<file path="config.mk">
export PLATFORM = sky130hd
export DESIGN_NAME = universal_sink_finder
export DESIGN_NICKNAME = d
export VERILOG_FILES = /design/src/design/usf_pkg.sv /design/src/design/usf_ctrl.sv /design/src/design/usf_datapath.sv /design/src/design/universal_sink_finder.sv
export SDC_FILE = /design/constraint.sdc
export NUM_CORES = 1
export LEC_CHECK = 0
export BUFFER_PORTS_ARGS = -buffer_cell sky130_fd_sc_hd__buf_2
export CAP_MARGIN = 20
export CELL_PAD_IN_SITES_DETAIL_PLACEMENT = 1
export CELL_PAD_IN_SITES_GLOBAL_PLACEMENT = 1
export CORE_MARGIN = 4
export CORE_UTILIZATION = 53
export CTS_BUF_LIST = sky130_fd_sc_hd__clkbuf_8
export DETAILED_ROUTE_END_ITERATION = 16
export HOLD_SLACK_MARGIN = 0.02
export PLACE_DENSITY_LB_ADDON = 0.1
export SYNTH_ARGS = -nofsm -noshare
export SYNTH_HDL_FRONTEND = slang
export SYNTH_SLANG_ARGS = --single-unit
</file>
<file path="constraint.sdc">
create_clock -name clk -period 5.2 [get_ports clk]
set_clock_uncertainty 0.2 [all_clocks]
set_input_delay 0.26 -clock clk [delete_from_list [all_inputs] [get_ports clk]]
set_output_delay 0.26 -clock clk [all_outputs]
set_load 0.02 [all_outputs]
</file>
<file path="src/design/usf_pkg.sv">
// ----------------------------------------------------------------------------
// usf_pkg
// Shared constants and the controller/datapath command and status types of
// the universal sink finder.
// ----------------------------------------------------------------------------
package usf_pkg;

  // Width of one matrix row, and so the largest matrix the block can hold.
  localparam int ROW_W          = 32;
  // Width of the people count register.
  localparam int COUNT_W        = 6;
  // Width of the reported person index.
  localparam int IDX_W          = 5;
  // Default for the storage depth parameter.
  localparam int DEF_MAX_PEOPLE = 32;
  // People count after reset.
  localparam logic [COUNT_W-1:0] PEOPLE_RESET = 6'd32;

  // Commands from the controller to the datapath.
  typedef struct packed {
    logic load;        // store the accepted row and update the candidate
    logic walk_start;  // the last row is in: arm the verification walk
    logic walk_step;   // advance the verification walk by one row
    logic publish;     // load the result register
  } usf_cmd_t;

  // Status from the datapath to the controller.
  typedef struct packed {
    logic last_row;    // the row now offered completes the matrix
    logic walk_end;    // the final row of the walk is being checked
    logic out_free;    // the result register can take a new result
  } usf_sts_t;

endpackage

</file>
<file path="src/design/usf_ctrl.sv">
// ----------------------------------------------------------------------------
// usf_ctrl
// Controller of the universal sink finder: sequences row loading, the
// verification walk and the hand-over of the result.
// ----------------------------------------------------------------------------
module usf_ctrl (
  input  logic              clk,
  input  logic              rst,
  input  logic              in_valid,
  output logic              in_ready,
  output usf_pkg::usf_cmd_t cmd,
  input  usf_pkg::usf_sts_t sts
);
  import usf_pkg::*;

  localparam logic [1:0] S_LOAD = 2'd0;
  localparam logic [1:0] S_WALK = 2'd1;
  localparam logic [1:0] S_HOLD = 2'd2;

  logic [1:0] state;
  logic [1:0] state_next;

  // Rows are taken only while loading.
  assign in_ready = (state == S_LOAD);

  // Next state and command decode.
  always_comb begin
    state_next = state;
    cmd        = '0;
    case (state)
      S_LOAD: begin
        if (in_valid) begin
          cmd.load = 1'b1;
          if (sts.last_row) begin
            cmd.walk_start = 1'b1;
            state_next     = S_WALK;
          end
        end
      end
      S_WALK: begin
        cmd.walk_step = 1'b1;
        if (sts.walk_end) begin
          if (sts.out_free) begin
            cmd.publish = 1'b1;
            state_next  = S_LOAD;
          end else begin
            state_next  = S_HOLD;
          end
        end
      end
      S_HOLD: begin
        if (sts.out_free) begin
          cmd.publish = 1'b1;
          state_next  = S_LOAD;
        end
      end
      default: begin
        state_next = S_LOAD;
      end
    endcase
  end

  // State register.
  always_ff @(posedge clk) begin
    if (rst) begin
      state <= S_LOAD;
    end else begin
      state <= state_next;
    end
  end

endmodule

</file>
<file path="src/design/usf_datapath.sv">
// ----------------------------------------------------------------------------
// usf_datapath
// Datapath of the universal sink finder: row memory, elimination candidate,
// verification walk and result register.
// ----------------------------------------------------------------------------
module usf_datapath #(
  parameter int MAX_PEOPLE = usf_pkg::DEF_MAX_PEOPLE
) (
  input  logic                        clk,
  input  logic                        rst,
  input  logic                        cfg_write_en,
  input  logic [usf_pkg::COUNT_W-1:0] cfg_wdata,
  input  logic [usf_pkg::ROW_W-1:0]   row_bits,
  output logic                        out_valid,
  input  logic                        out_ready,
  output logic                        found,
  output logic [usf_pkg::IDX_W-1:0]   celebrity_index,
  input  usf_pkg::usf_cmd_t           cmd,
  output usf_pkg::usf_sts_t           sts
);
  import usf_pkg::*;

  localparam int PEOPLE_CAP = (MAX_PEOPLE < ROW_W) ? MAX_PEOPLE : ROW_W;
  localparam int ADDR_W     = $clog2(PEOPLE_CAP);
  localparam int CNT_W      = ADDR_W + 1;
  localparam logic [COUNT_W-1:0] CAP_COUNT = COUNT_W'(PEOPLE_CAP);

  logic [COUNT_W-1:0] people_count;
  logic [COUNT_W-1:0] n_use;
  logic [CNT_W-1:0]   rows_loaded;
  logic [ADDR_W-1:0]  candidate;
  logic [ROW_W-1:0]   cand_row;
  logic [ROW_W-1:0]   rows_mem [PEOPLE_CAP];
  logic [CNT_W-1:0]   walk_addr;
  logic [ADDR_W-1:0]  rd_idx;
  logic [ROW_W-1:0]   rd_data;
  logic               rd_pend;
  logic               ok;
  logic               ok_now;
  logic               issue;
  logic               diag_ok;
  logic               found_now;
  logic [ROW_W:0]     span_mask;

  // People count in use, saturated to the range the memory holds.
  always_comb begin
    if (people_count == '0) begin
      n_use = COUNT_W'(1);
    end else if (people_count > CAP_COUNT) begin
      n_use = CAP_COUNT;
    end else begin
      n_use = people_count;
    end
  end

  // Bits 0..n-1 of a row are the ones that count.
  assign span_mask = ({{ROW_W{1'b0}}, 1'b1} << n_use) - (ROW_W + 1)'(1);
  assign diag_ok   = ((cand_row & span_mask[ROW_W-1:0]) == '0);

  // Walk reads rows 0..n-1, one a cycle.
  assign issue  = cmd.walk_step && (COUNT_W'(walk_addr) < n_use);
  // Every row other than the candidate's must know the candidate.
  assign ok_now = ok && (!rd_pend || (rd_idx == candidate) ||
                         rd_data[IDX_W'(candidate)]);
  assign found_now = ok_now && diag_ok;

  assign sts.last_row = ((COUNT_W'(rows_loaded) + COUNT_W'(1)) == n_use);
  assign sts.walk_end = rd_pend && (COUNT_W'(walk_addr) == n_use);
  assign sts.out_free = !out_valid || out_ready;

  // Configuration register; a write also restarts the matrix.
  always_ff @(posedge clk) begin
    if (rst) begin
      people_count <= PEOPLE_RESET;
    end else if (cfg_write_en) begin
      people_count <= cfg_wdata;
    end
  end

  // Row counter and elimination candidate. The candidate's own row is kept
  // beside it, so elimination needs no memory read.
  always_ff @(posedge clk) begin
    if (rst) begin
      rows_loaded <= '0;
      candidate   <= '0;
    end else if (cfg_write_en) begin
      rows_loaded <= '0;
      candidate   <= '0;
    end else if (cmd.load) begin
      rows_loaded <= sts.last_row ? '0 : rows_loaded + CNT_W'(1);
      if (rows_loaded == '0) begin
        candidate <= '0;
      end else if (cand_row[IDX_W'(rows_loaded)]) begin
        candidate <= rows_loaded[ADDR_W-1:0];
      end
    end
  end

  always_ff @(posedge clk) begin
    if (cmd.load && ((rows_loaded == '0) || cand_row[IDX_W'(rows_loaded)])) begin
      cand_row <= row_bits;
    end
  end

  // Row memory: written while loading, read by the walk.
  always_ff @(posedge clk) begin
    if (cmd.load) begin
      rows_mem[rows_loaded[ADDR_W-1:0]] <= row_bits;
    end
  end

  always_ff @(posedge clk) begin
    if (issue) begin
      rd_data <= rows_mem[walk_addr[ADDR_W-1:0]];
      rd_idx  <= walk_addr[ADDR_W-1:0];
    end
  end

  // Walk control and the running verdict.
  always_ff @(posedge clk) begin
    if (rst) begin
      walk_addr <= '0;
      rd_pend   <= 1'b0;
      ok        <= 1'b1;
    end else if (cmd.walk_start) begin
      walk_addr <= '0;
      rd_pend   <= 1'b0;
      ok        <= 1'b1;
    end else begin
      rd_pend <= issue;
      ok      <= ok_now;
      if (issue) begin
        walk_addr <= walk_addr + CNT_W'(1);
      end
    end
  end

  // Result register.
  always_ff @(posedge clk) begin
    if (rst) begin
      out_valid <= 1'b0;
    end else if (cmd.publish) begin
      out_valid <= 1'b1;
    end else if (out_ready) begin
      out_valid <= 1'b0;
    end
  end

  always_ff @(posedge clk) begin
    if (cmd.publish) begin
      found           <= found_now;
      celebrity_index <= found_now ? IDX_W'(candidate) : '0;
    end
  end

endmodule

</file>
<file path="src/design/universal_sink_finder.sv">
// ----------------------------------------------------------------------------
// universal_sink_finder
// Finds the celebrity (universal sink) of a knows-matrix loaded row by row.
// ----------------------------------------------------------------------------
// Rows 0..n-1 of the matrix are taken one per cycle, row 0 first; bit j of a
// row means that person knows person j, and bits at or above n are ignored.
// An elimination candidate follows the rows as they arrive, using a copy of
// the candidate's row held in a register. Once the last row is in, the block
// stops taking rows and walks the row memory through its single read port,
// one row a cycle. The result is registered when the walk has checked the
// last row and the result register is free. Rows are refused during the walk,
// and for longer while an earlier result has still not been taken.
// One request then leaves: found, and the celebrity's index (zero when none).
// Writing people_count drops any partly loaded matrix; the user must write it
// only while the block is idle, and the block does not enforce this.
module universal_sink_finder #(
  parameter int MAX_PEOPLE = usf_pkg::DEF_MAX_PEOPLE
) (
  input  logic                        clk,
  input  logic                        rst,
  input  logic                        cfg_write_en,
  input  logic [usf_pkg::COUNT_W-1:0] cfg_wdata,
  input  logic                        in_valid,
  output logic                        in_ready,
  input  logic [usf_pkg::ROW_W-1:0]   row_bits,
  output logic                        out_valid,
  input  logic                        out_ready,
  output logic                        found,
  output logic [usf_pkg::IDX_W-1:0]   celebrity_index
);
  import usf_pkg::*;

  usf_cmd_t cmd;
  usf_sts_t sts;

  // Sequencing of load, walk and result hand-over.
  usf_ctrl u_ctrl (
    .clk      (clk),
    .rst      (rst),
    .in_valid (in_valid),
    .in_ready (in_ready),
    .cmd      (cmd),
    .sts      (sts)
  );

  // Row storage, candidate tracking and verification.
  usf_datapath #(
    .MAX_PEOPLE (MAX_PEOPLE)
  ) u_datapath (
    .clk             (clk),
    .rst             (rst),
    .cfg_write_en    (cfg_write_en),
    .cfg_wdata       (cfg_wdata),
    .row_bits        (row_bits),
    .out_valid       (out_valid),
    .out_ready       (out_ready),
    .found           (found),
    .celebrity_index (celebrity_index),
    .cmd             (cmd),
    .sts             (sts)
  );

endmodule

</file>
==> metrics.yaml <==
detailed_routing:
  drt-pass1-iter-count: 5
  drc_errors: 0
  wl_per_cell_um: 33.2
  drt_iter0_markers: 2556
  ant_nets: 0
  wl_mm: 115
  vias: 22100
  via_per_inst: 6.34
synth:
  synth_commonest_cells: "edfxtp_1 (1,099), mux4_2 (335), nor2_1 (72)"
  syn_area_um2: 44600
  synth_edf_count: 1099
  synth-async-reset-ratio_pct: 0
  ys.warnings.count: 0
  yosysSeqAreaShare_pct: 75.3
  synth_nets: 2052
  synth_area_leader_cell: "edfxtp_1"
  synth_top_area_share_pct: 74.1
  ys_ff_latch: 1127
  yosys-top-cells-area: "edfxtp_1 (74%), mux4_2 (17%), dfxtp_1 (1.3%), mux2_2 (0.81%), nor2_1 (0.61%)"
  syn_inst: 1994
  synth_cell_types: 75
  synth_area_per_cell_um2: 22.3
  synthFlopType: "edfxtp_1"
  synth.most_common_cell: "edfxtp_1"
global_route:
  grt_max_degree: 50
  grt_pass1_vias: 23200
  antenna_found_initial: 4
  grt_overflow: 0
  grtUsageTotal_pct: 26.4
  grt_pass1_wl_mm: 167
timing:
  post-route-min-period_ps: 4000
  tightestPinTransition_ps: 1100
  slew_headroom_pct: 26.5
  tns_ps: 0
  slew_violations: 0
  max_freq_mhz: 250
  finalSetupViolCount: 0
  fin_crit_sh_pct: 77.0
  hold_violations: 0
  rsz0062_at_grt: "false"
placement:
  place_area_um2: 46600
  dp_hpwl_mm: 67.3
  place.gp.congestion: 0.826
  post-place-cells: 3087
  portBuffers: 50
critical_path:
  rr_startpoint: "u_datapath.people_count[4]$_SDFFE_PP0P_"
  worstSetupPathType: "register to register"
  startpoint_type: "register"
  r2r_cells: 12
  cpMostUsedCell: "nor2b_1"
  r2r_end: "u_ctrl.state[1]$_SDFFE_PP0P_"
  ff2ff_setup_slack_ps: 1200
  slowest_delay_ps: 760
  worstPathCellList: "buf_4, nor2b_1, inv_1, ha_1, nand4_1, or2_2, a22oi_1, nor2b_1, a31oi_1, mux2i_1, nor2_1, dlygate4sd3_1"
  critPathCaptureType: "register"
  cp_max_fo: 16
  arrival_ps: 4550
  required_ps: 5750
  cp_slowest_cell: "dfxtp_1"
die:
  start_util_pct: 53.4
  dieHeight_um: 298
  rows: 106
  coreArea_um2: 83400
  io_pins: 51
  die-area_um2: 88800
  die_w_um: 298
hold_path:
  holdPathEnd: "u_ctrl.state[0]$_SDFFE_PP0P_"
  whs_path_depth: 4
  hold_start: "in_valid"
  hold_class: "primary input to register"
cts:
  htree_levels: 4
  cts_tree: "done"
  postCtsSetupRepairBufs: 0
  root_buffer: "clkbuf_8"
  cts-buffers-inserted: 179
  clkLatencyLatePin_ps: 860
  clock_sinks: 1127
  clk_pin_slew_ps: 60
  cts_max_path_buffers: 3
cells_and_area:
  design_area_um2: 50400
  fin_nets: 2309
  layout-drive-gt1-share_pct: 31.7
  fin_cells: 3476
  syn_to_final_growth_pct: 13.2
  final_util_pct: 60.5
power:
  power_mw: 17.6
  p_per_area_nw_per_um2: 348
  leakagePower_nw: 15.6
  vdd_ir_drop_max_mv: 0.286
job:
  maxCapViolCount: 0
outcome:
  status: "completed"
-- through the flow --
stage | setup WS (ps) | hold slack (ps)
floorplan | 48.1 | 159
global placement | 1770 | 300
detailed placement | 1630 | 298
CTS | 1230 | 48.2
global route | 976 | 120
finish | 1200 | 119
-- kinds of logic after synthesis --
logic type      share of synthesized area, %
compound gates                          1.63
xor+xnor                               0.567
fa+ha+maj                              0.421
buf+inv                                 1.52
flops                                   75.3
mux                                     18.0
other cells                          0.00842
simple gates                            2.51
-- final cells by class --
type | count | area [µm²]
clock buffers | 183 | 2520
flip-flops and latches | 1127 | 33600
repair buffers | 190 | 1630
diodes | 2 | 5.00
clock inverters | 141 | 708
well taps | 1080 | 1350
inverters | 21 | 78.8
fillers | 6886 | 33000
multi-input cells | 732 | 10600
-- state kept, by name (all words and copies together) (netlist names) --
name	cells
u_datapath.rows_mem	1024
u_datapath.cand_row	32
u_datapath.out_valid	1
u_datapath.walk_addr	6
u_datapath.rd_pend	1
u_datapath.rows_loaded	6
u_ctrl.state	2
u_datapath.rd_data	32
u_datapath.found	1
u_datapath.celebrity_index	5
u_datapath.people_count	6
u_datapath.candidate	5
u_datapath.ok	1
u_datapath.rd_idx	5
-- how the worst max path moves through the flow --
| stage | from | end | slack, ps |
|---|---|---|---|
| after detailed placement | u_datapath.people_count[4]$_SDFFE_PP0P_ | u_datapath.walk_addr[4]$_SDFFE_PP0P_ | 1630 |
| final | u_datapath.people_count[4]$_SDFFE_PP0P_ | u_ctrl.state[1]$_SDFFE_PP0P_ | 1200 |
| after floorplan | u_datapath.people_count[2]$_SDFFE_PP0P_ | u_datapath.walk_addr[4]$_SDFFE_PP0P_ | 50 |
| after CTS | u_datapath.people_count[4]$_SDFFE_PP0P_ | u_ctrl.state[1]$_SDFFE_PP0P_ | 1230 |
| after global routing | u_datapath.people_count[4]$_SDFFE_PP0P_ | u_ctrl.state[1]$_SDFFE_PP0P_ | 980 |
| after global placement | u_datapath.people_count[4]$_SDFFE_PP0P_ | u_datapath.walk_addr[5]$_SDFFE_PP0P_ | 1770 |
-- critical path: cells and delay by family, from the launching register on --
kind | cells | cell delay (ps)
adders and majority gates | 1 | 320
AOI/OAI and AO/OA | 2 | 380
muxes | 1 | 200
buffers and inverters | 3 | 990
DFF | 1 | 760
and+or+nand+nor | 5 | 1070
-- cell usage in the layout, fill, tap and decap left out, drive strengths merged, types with 7 or more instances in the layout --
| cell type | Yosys | layout |
|---|---|---|
| a211oi | 7 | 7 |
| a21oi | 18 | 18 |
| buf | 63 | 127 |
| clkbuf | 51 | 183 |
| clkinv | 1 | 76 |
| dfxtp | 28 | 28 |
| dlygate4sd3 | 0 | 63 |
| edfxtp | 1099 | 1099 |
| ha | 15 | 15 |
| inv | 20 | 81 |
| mux2 | 32 | 32 |
| mux2i | 12 | 12 |
| mux4 | 335 | 335 |
| nand2 | 42 | 42 |
| nand3 | 21 | 21 |
| nand3b | 8 | 8 |
| nor2 | 72 | 72 |
| nor2b | 8 | 8 |
| nor3 | 7 | 7 |
| nor4 | 9 | 9 |
| o21ai | 20 | 20 |
| o31ai | 8 | 8 |
| xnor2 | 12 | 12 |
| xor2 | 9 | 9 |
-- metal layers --
layer / part of all wire (%) / track usage [%] / vias to the layer above / routed length [µm]
li1: - / - / 9008 / -
met1: 41 / 37.7 / 12000 / 47500
met2: 49 / 42.2 / 940 / 56800
met3: 7.5 / 5.88 / 151 / 8620
met4: 2.1 / 7.10 / 0 / 2370
met5: 0 / 0 / - / 0
-- power breakdown --
part | total, mW | leakage [nW] | internal [mW] | switching [mW]
Combinational | 0.578 | 3.61 | 0.215 | 0.363
Clock | 6.91 | 1.84 | 3.43 | 3.47
Sequential | 10.1 | 10.2 | 10.0 | 0.0464
Total | 17.6 | 15.6 | 13.7 | 3.88
-- what timing repair did --
item,4_1_cts,5_1_grt
endpoints found under the hold margin,1090,0
hold buffers,63,0
gates resized for setup,0,0
(Power assumes the default switching activity.)
